==> config.mk <==
export PLATFORM = sky130hd
export DESIGN_NAME = rcs_cell
export DESIGN_NICKNAME = d
export VERILOG_FILES = /design/src/rtl/rcs_pkg.sv /design/src/rtl/rcs_cell.sv
export SDC_FILE = /design/constraint.sdc
export NUM_CORES = 1
export LEC_CHECK = 0
export ABC_AREA = 1
export BUFFER_PORTS_ARGS = -buffer_cell sky130_fd_sc_hd__buf_4
export CAP_MARGIN = 10
export CORE_AREA = 4 4 347 349
export CTS_CLUSTER_DIAMETER = 150
export DETAILED_ROUTE_END_ITERATION = 10
export DIE_AREA = 0 0 351 353
export GPL_ROUTABILITY_DRIVEN = 1
export PLACE_DENSITY = 0.43
export SLEW_MARGIN = 15
export SYNTH_ARGS = -nofsm -noshare
export SYNTH_HDL_FRONTEND = slang
export SYNTH_SLANG_ARGS = --single-unit
==> constraint.sdc <==
create_clock -name clock -period 2.2 [get_ports clock]
set_input_delay 0.11 -clock clock [delete_from_list [all_inputs] [get_ports clock]]
set_output_delay 0.11 -clock clock [all_outputs]
set_load 0.03 [all_outputs]
==> src/rtl/rcs_pkg.sv <==
// shared types, constants and a helper function for the regularized cross-spectrum block
// no dependencies
`timescale 1ns / 1ps
package rcs_pkg;

   localparam int NUM_W = 66;   // magnitude of a cross product sum
   localparam int DEN_W = 67;   // denominator and division remainder
   localparam int QUO_W = 31;   // quotient bits below the saturation bit
   localparam int IDX_W = 20;

   typedef enum logic [0:0] {
      REG_BETA_SQUARED = 1'b0,
      REG_CUTOFF_SQ    = 1'b1
   } reg_index_type;

   typedef enum logic [1:0] {
      ST_NORMAL = 2'd0,
      ST_CUT    = 2'd1,
      ST_ZERO   = 2'd2,
      ST_SAT    = 2'd3
   } status_type;

   typedef struct packed {
      logic               neg;
      logic               sat;
      logic [DEN_W-1:0]   rem;
      logic [NUM_W-1:0]   mag;
      logic [QUO_W-1:0]   quo;
   } lane_type;

   typedef struct packed {
      logic               valid;
      logic               cut;
      logic               zero;
      logic [DEN_W-1:0]   den;
      logic [IDX_W-1:0]   plus_index;
      logic [IDX_W-1:0]   minus_index;
   } side_type;

   // v mod m for v below 2^9 by binary compare and subtract
   function automatic int reduce_mod(input logic [8:0] v, input int m);
      int r;
      r = int'(v);
      for (int j = 8; j >= 0; j--) begin
         if (r >= (m << j)) begin
            r = r - (m << j);
         end
      end
      return r;
   endfunction

endpackage

==> src/rtl/rcs_cell.sv <==
// one divider cell: resolves one quotient bit for the real and imaginary lanes
// depends on rcs_pkg
`timescale 1ns / 1ps
module rcs_cell #(
   parameter int K = 0
) (
   input  logic              clock,
   input  logic              reset,
   input  logic              ce,
   input  rcs_pkg::side_type side_i,
   input  rcs_pkg::lane_type lane_i [0:1],
   output rcs_pkg::side_type side_o,
   output rcs_pkg::lane_type lane_o [0:1]
);
   localparam int DEN_W = rcs_pkg::DEN_W;

   rcs_pkg::side_type side_ff;
   rcs_pkg::lane_type lane_ff [0:1];
   rcs_pkg::lane_type lane_in [0:1];
   logic [1:0]        nbit;
   logic [DEN_W:0]    trial [0:1];

   // numerator bit K; the low 16 bits of the scaled numerator are zero
   generate
      if (K >= 16) begin : g_bit
         assign nbit = {lane_i[1].mag[K-16], lane_i[0].mag[K-16]};
      end else begin : g_zero
         assign nbit = 2'b00;
      end
   endgenerate

   always_comb begin
      for (int l = 0; l < 2; l++) begin
         trial[l] = {lane_i[l].rem, nbit[l]};
         lane_in[l] = lane_i[l];
         if (trial[l] >= {1'b0, side_i.den}) begin
            lane_in[l].rem = DEN_W'(trial[l] - {1'b0, side_i.den});
            lane_in[l].quo = {lane_i[l].quo[rcs_pkg::QUO_W-2:0], 1'b1};
         end else begin
            lane_in[l].rem = trial[l][DEN_W-1:0];
            lane_in[l].quo = {lane_i[l].quo[rcs_pkg::QUO_W-2:0], 1'b0};
         end
      end
   end

   always_ff @(posedge clock) begin
      if (reset) begin
         side_ff.valid <= 1'b0;
      end else if (ce) begin
         side_ff.valid <= side_i.valid;
      end
      if (ce) begin
         side_ff.cut         <= side_i.cut;
         side_ff.zero        <= side_i.zero;
         side_ff.den         <= side_i.den;
         side_ff.plus_index  <= side_i.plus_index;
         side_ff.minus_index <= side_i.minus_index;
         lane_ff[0]          <= lane_in[0];
         lane_ff[1]          <= lane_in[1];
      end
   end

   assign side_o    = side_ff;
   assign lane_o[0] = lane_ff[0];
   assign lane_o[1] = lane_ff[1];
endmodule

Word level (Yosys, flattened, before mapping)
Memories as Yosys holds them, arrays and structs flattened.
Index checks and enable logic that the tools add are counted.
{"block": "word_totals", "regBits": 110, "mem_bits_rw": 332, "input_bits": 445, "output_inout_bits": 442, "word_cells": 17, "memories": 1}
{"block": "classes", "n_addsub": 2, "order_cmp": 2, "n_mux": 6}
{"name": "lane_ff", "words": 2, "width": 166, "rd": 2, "rd_clocked_by_memory_dff": 0, "write_ports": 2, "line": "rcs_cell.sv:18", "source": "rcs_pkg::lane_type lane_ff [0:1];"}
{"op": "$ge 68x67->1", "n": 2}
{"op": "$mux 67", "n": 2}
{"op": "$sub 67x67->67", "n": 2}
{"op": "$mux 1", "n": 4}

Logic depth before layout (Yosys ltp)
Gate-level depths: netlist of run 1.
{"block": "depth", "word_depth": 2, "depth_mapped": 19, "depth_no_buf": 17}

Worst setup path after synthesis of run 1
Ideal clock, no wire load.
{"block": "synth_path", "path_type": "input to register", "startpoint": "input side_i[51] (netlist name)", "endpoint": "memory lane_ff[0][117] (netlist name) (data pin)", "setup_ns": 0.252, "arrival_ns": 1.794, "required_time_ns": 1.948, "setup_slack_ns": 0.154, "cell_stages": 16, "n_path_buf": 2, "path_cell_list": "inv_1 ha_1 nand2_1 inv_1 a21oi_1 nand2_1 nand2_1 nand3_1 nand2_1 nand3_2 nand2_2 nand2_4 buf_6 buf_2 nand2_1 nand2_1"}
{"element": "start, declared", "line": "rcs_cell.sv:10", "source": "input rcs_pkg::side_type side_i,"}
{"element": "end, declared", "line": "rcs_cell.sv:18"}

==> results of run 1 <==
-- worst max-delay path by stage --
| stage | start | endpoint | slack [ps] | depth (start not counted) |
|---|---|---|---|---|
| detailed placement | side_i[77] | lane_ff[0][315]$_DFFE_PP_ | -780 | 16 |
| global placement | side_i[77] | lane_ff[0][315]$_DFFE_PP_ | -810 | 16 |
| CTS | lane_i[325] | lane_ff[0][97]$_SDFFCE_PN0P_ | 3 | 12 |
| global route | side_i[79] | lane_ff[0][311]$_DFFE_PP_ | -3 | 15 |
| floorplan | side_i[51] | lane_ff[0][117]$_DFFE_PP_ | 150 | 16 |
| finish | lane_i[325] | lane_ff[0][150]$_DFFE_PP_ | 50 | 12 |
-- per-stage QoR --
step	utilization, %	worst slack [ps]	hold WS (ps)	area, um^2
final	40.6	49.9	63.1	47700
after detailed placement	35.2	-781	275	41300
after CTS	40.5	3.00	16.7	47500
after global placement	35.2	-810	272	41300
after floorplan	-	154	182	27000
after global routing	40.6	-2.87	69.2	47700
-- worst reg2reg max path, delay by kind of cell (launching register included) --
family,cells,cell delay (ps)
buf+inv,1,560
flops,1,310
mux,1,130
simple gates,1,60
-- registers in the layout, indices dropped and copies added (netlist names) --
| name | count |
|---|---|
| side_o | 110 |
| lane_ff | 332 |
-- cells by family after synthesis --
group,after synthesis
and+or+nand+nor,1876
DFF,442
xor gates and xnor gates,68
AOI/OAI and AO/OA,242
adders and majority gates,136
buffers and inverters,647
muxes,1
-- power by group through the flow --
stage / sequential [uW] / clock [uW] / combinational (uW)
4_1_cts: 10700 / 9460 / 11000
3_5_place_dp: 10800 / 0 / 10300
3_3_place_gp: 10800 / 0 / 10300
2_1_floorplan: 12500 / 0 / 2870
5_1_grt: 10700 / 9800 / 11700
6_report: 10700 / 9210 / 11000
-- cells in the mapped netlist, drive strengths merged --
cell    count
nand2    1360
nor4       11
o21ai      58
nand3     170
and3        1
fa          2
inv       618
xor2       62
nand3b     28
mux2i       1
a21oi     159
xnor2       6
edfxtp    441
o211ai      1
buf        29
nand4      29
o21bai     20
ha        134
a21o        4
dfxtp       1
nor2      248
nor3       29
-- layout make-up --
| class | count | area share, % |
|---|---|---|
| Clock inverter | 38 | 0.776 |
| Inverter | 618 | 4.88 |
| Antenna cell | 7 | 0.0367 |
| Timing Repair Buffer | 2080 | 35.8 |
| Clock buffer | 67 | 3.02 |
| Multi-Input combinational cell | 2323 | 23.7 |
| Sequential cell | 442 | 27.8 |
| Tap cell | 1536 | 4.03 |
-- routing by layer --
| metal | up-vias | wire length [um] | global-route usage (%) |
|---|---|---|---|
| met5 | - | 40 | 0 |
| met4 | 6 | 6940 | 8.99 |
| met1 | 14100 | 62600 | 28.2 |
| met3 | 193 | 7450 | 3.83 |
| li1 | 15100 | - | - |
| met2 | 794 | 76600 | 43.1 |
-- repair_timing --
action / 4_1_cts / 5_1_grt
pin swaps: 0 / 4
endpoints found under the hold margin: 460 / 0
gates cloned: 0 / 1
setup endpoints to repair: 4 / 85
gates resized for setup: 3 / 39
hold buffers: 440 / 0
==> out/results.ini, run 1 <==
[power_and_ir_drop]
p_comb_share_pct=35.5
p_sw_share_pct=34.6
p_sw_uw=10700
power_uw=30800
ir_drop_uv=550
clock_power_share_pct=29.9
leakagePower_uw=0.0242
cellPowerDensity_nw_per_um2=646
seqPwrFrac_pct=34.6
p_int_uw=20200

[synth]
synthSimpleGateAreaFrac_pct=28.0
synth_top_family_by_area=simple AND/OR/NAND/NOR gates
synth.distinct_cells=31
synth-seq-cells=442
netlist_instances=3412
synth_compound_area_share_pct=4.74
ys_seq_area_share_pct=49.2
synth_nets=3993
yosys_warnings=0
synthAdderAreaFrac_pct=6.37
yosysTopAreaCell=edfxtp_1
synth_area_per_cell_um2=7.90
synth_area_um2=27000
synth_top_cell_area_share_pct=49.1
synth.area.top_cells=edfxtp_1 49%, nand2_1 19%, inv_1 8.5%
synth.mux.area_fraction_pct=0.0371
synthXorXnorAreaFrac_pct=2.21

[timing]
max_freq_mhz=465
final_hold_viol_count=0
post-route-min-period_ps=2150
slew_headroom_pct=52.7
worstMarginPinSlew_ps=709
post-route-period-util_pct=97.7
maxSlewViolCount=0
skew_ps=0
setup_viol=0
tns_ps=0

[global_route]
grt_max_degree=71
grt_pass1_wl_um=213000
grt_usage_pct=23.8
grt_overflow=0
antenna_found_initial=7
grt_pass1_vias=31200

[drt]
ant_nets=0
drt_wl_total_um=154000
drc=0
wl_per_cell_um=21.6
vias=30200
dr.pass1.iters=5
drt-initial-drc-count=1548
routed_via_density=4.25

[clock_tree]
clk_path_buf_depth=3
cts_made_buffers=56
cts_sinks=442
clkSlewWorstSetupHoldPaths_ps=60
h-tree-depth=2
worst_skew_pair.late_latency_ps=630
cts_tree=done
root_buffer=clkbuf_16
post-cts-setup-buffers=0

[die]
row_count=126
dieArea_um2=124000
boundaryPins=887
coreArea_um2=117000
start_util_pct=23.0
die_h_um=353
fp.dieW_um=351

[critical_path]
crit_family=buffers and inverters
critical_path_class=in2reg
worst-path-buf-inv=3
crit_arrival_ps=2540
r2r_cells=3
reg2reg_from=side_o[109]$_SDFFE_PP0P_
cpMaxStageDelayCell=dlygate4sd3_1
reg2reg_slack_ps=1030
slowest_delay_ps=540
crit_path_max_fanout=12
start_kind=input pin
required_ps=2590
crit_chain=dlygate4sd3_1, buf_4, ha_1, a21o_1, o21bai_1, a21oi_2, nand2_1, a21oi_2, nand2_4, buf_4, nand3_1, nand2_1
end_kind=flop
reg2reg_to=side_o[109]$_SDFFE_PP0P_

[final_layout]
multi_input_area_um2=11300
final_cells=7111
ff_latch_area_um2=13300
final_cell_mix=1611 x buf_4, 1352 x nand2_1, 606 x inv_1, 441 x edfxtp_1, 440 x dlygate4sd3_1
final_nets=6102
drive_gt1_share_pct=32.1
areaGrowthSynthToFinish_pct=77.0
layout_commonest_cell=buf_4
nFillCells=12000

[place]
port_buffers=884
gp_congestion=0.937
dp_cells=6558
dp_hpwl_um=129000

[worst_hold_path]
holdPathEnd=lane_ff[0][98]$_DFFE_PP_
hp-class=in2reg
min_from=side_i[40]
holdPathStages=5

[status]
outcome=complete, no violations

[flow_run]
cap_violations=0

Note: power is estimated with default switching activity, not from simulation.
==> inputs of run 2 (changes only) <==
ABC_AREA = not set   (was 1)
CORE_AREA = 4 4 342 344   (was 4 4 347 349)
DIE_AREA = 0 0 346 348   (was 0 0 351 353)
PLACE_DENSITY = 0.4   (was 0.43)
==> run 2 against run 1 <==
The run now ends with hold timing, setup timing left. Critical path depth up 4. Sequential power about the same. Non-clock buffer count up 20. Worst setup slack worse by 340 ps. Critical path type unchanged. Largest cell class unchanged. Largest power group unchanged. Highest routed layer unchanged.
==> out/results.ini, run 2 <==
[global_route]
grt_pass1_vias=26300
grt_overflow=0
grt_max_degree=94
grt_usage_pct=21.0
grt_pass1_wl_um=185000
antenna_found_initial=31

[worst_hold_path]
holdPathStages=3
hp-class=in2reg

[synth]
synth.distinct_cells=74
yosysTopAreaCell=edfxtp_1
synth_edf_count=441
synth_nets=2632
synth_area_per_cell_um2=11.3
synth_top_cell_area_share_pct=57.1
yosys_warnings=0
ys_seq_area_share_pct=57.1
yosysMostFrequentCell=edfxtp_1
synth-seq-cells=442
synth.area.top_cells=edfxtp_1 57%, ha_1 7.2%, o21ai_0 4.1%
netlist_instances=2051
synthFlopType=edfxtp_1
synth_area_um2=23200
synth_common_cells=441 x edfxtp_1, 231 x nand2_1, 190 x o21ai_0, 163 x a21oi_1, 134 x ha_1
async_reset_ff_share_pct=0

[critical_path]
crit_arrival_ps=2970
end_kind=flop
r2r_cells=3
crit_path_max_fanout=6
cpMostUsedCell=a21oi_4
critical_path_class=in2reg
start_kind=input pin
slowest_delay_ps=340
cpMaxStageDelayCell=ha_4
crit_chain=buf_8, clkinvlp_4, ha_4, and4_4, nand3_1, a21oi_4, o211ai_1, buf_4, a21oi_4, buf_6, o211ai_1, buf_4, a21oi_4, o311ai_4, nor3b_4, o31ai_2
required_ps=2680

[die]
boundaryPins=887
row_count=124
coreArea_um2=114000
start_util_pct=20.4
die_h_um=348
dieArea_um2=120000
fp.dieW_um=346

[timing]
slew_headroom_pct=35.7
post-route-period-util_pct=113
final_hold_viol_count=1
worstMarginPinSlew_ps=955
skew_ps=0
maxSlewViolCount=0
tns_ps=-19030
rsz0062_at_grt=true
max_freq_mhz=402
setup_viol=134
post-route-min-period_ps=2490
setup_ws_ps=-288
holdWs_ps=-211

[power_and_ir_drop]
ir_drop_uv=529
cellPowerDensity_nw_per_um2=680
leakagePower_uw=0.0204
power_uw=32000

[final_layout]
nFillCells=11200
areaGrowthSynthToFinish_pct=103
final_nets=4697
regMostFlops=lane_ff
drive_gt1_share_pct=52.7
final_cells=5677
layout_commonest_cell=buf_4
final_cell_mix=1559 x buf_4, 441 x dlygate4sd3_1, 441 x edfxtp_1, 156 x nand2_1, 118 x a21oi_1
stdcell_area_um2=47100
largest_reg_flops=332

[clock_tree]
clk_path_buf_depth=3
root_buffer=clkbuf_16
worst_skew_pair.late_latency_ps=640
cts_made_buffers=56
h-tree-depth=2
clkSlewWorstSetupHoldPaths_ps=70
cts_tree=done
cts_sinks=442

[drt]
drt-initial-drc-count=1218
routed_via_density=4.37
drt_wl_total_um=133000
dr.pass1.iters=5
drc=0
ant_nets=0
wl_per_cell_um=23.4
vias=24800

[place]
placed_cell_area_um2=37000
dp_cells=5029
pre_cts_slack_ps=-1490
gp_congestion=0.845
port_buffers=884
dp_hpwl_um=101000

[flow_run]
cap_violations=0

[status]
violations=hold timing, setup timing
outcome=finished, violations left

run 2: cell count changes in the layout (fill, tap and decap cells not counted), moves of 53 or more:
| cell | previous run | this run |
|---|---|---|
| nor2_1 | 225 | 77 |
| ha_1 | 130 | 75 |
| nand2_1 | 1352 | 156 |
| xnor2_1 | 6 | 59 |
| nand3_1 | 167 | 24 |
| o21ai_2 | 1 | 83 |
| a21o_1 | 4 | 92 |
| inv_1 | 606 | 72 |
run 2: report_power, final:
| part | internal, uW | total (uW) | leakage (uW) | switching (uW) |
|---|---|---|---|---|
| logic | 5620 | 12100 | 0.0152 | 6440 |
| registers | 10400 | 10700 | 0.00432 | 347 |
| clock network | 5260 | 9220 | 0.000866 | 3960 |
run 2: worst paths after layout:
path / startpoint / to / slack, ps
worst max-delay path: side_i[49] / lane_ff[0][162]$_DFFE_PP_ / -290
worst min-delay path: lane_i[279] / lane_ff[0][114]$_DFFE_PP_ / -210
worst max register to register: side_o[109]$_SDFFE_PP0P_ / side_o[109]$_SDFFE_PP0P_ / 1060
worst min register to register: side_o[109]$_SDFFE_PP0P_ / side_o[109]$_SDFFE_PP0P_ / 1050
run 2: cell type report:
type | count | area [um^2] | area share (%)
multi-input cells | 1408 | 11700 | 24.8
repair inverters | 1 | 11.3 | 0.0239
flip-flops and latches | 442 | 13300 | 28.2
inverters | 107 | 475 | 1.01
well taps | 1512 | 1890 | 4.02
clock inverters | 37 | 360 | 0.765
clock buffers | 65 | 1440 | 3.05
diodes | 5 | 12.5 | 0.0266
repair buffers | 2100 | 18000 | 38.1
run 2: stage by stage:
step	utilization (%)	hold WS (ps)
floorplan	-	182
global route	41.3	-246
finish	41.3	-211
detailed placement	32.5	271
global placement	32.5	271
CTS	40.2	-273
run 2: critical path, delay by kind of cell:
kind | cells | cell delay (ps)
simple gates | 3 | 610
buf+inv | 5 | 700
fa+ha+maj | 1 | 340
compound gates | 7 | 1200
run 2: per-layer routing:
metal	up-vias	part of all wire (%)	global-route usage (%)
li1	11800	-	-
met1	12000	38	23.6
met2	718	51	38.5
met3	195	6.7	5.95
met4	36	3.5	6.64
met5	-	0.17	0
run 2: timing repair:
action	CTS	global route
gates resized for setup	420	289
endpoints found under the setup margin	136	136
gates cloned	26	1
setup buffers	58	35
hold buffers	438	3
pin swaps	113	134
hold endpoints to repair	462	3
run 2: cell families after synthesis:
logic type               after synthesis  synth area share, %
AND/OR/NAND/NOR                      524                 10.7
flip-flops                           442                 57.1
multiplexers                           7                0.318
XOR/XNOR                             116                 4.38
buffers and inverters                201                 3.57
AO/OA/AOI/OAI                        625                 16.5
adder cells (fa/ha/maj)              136                 7.40
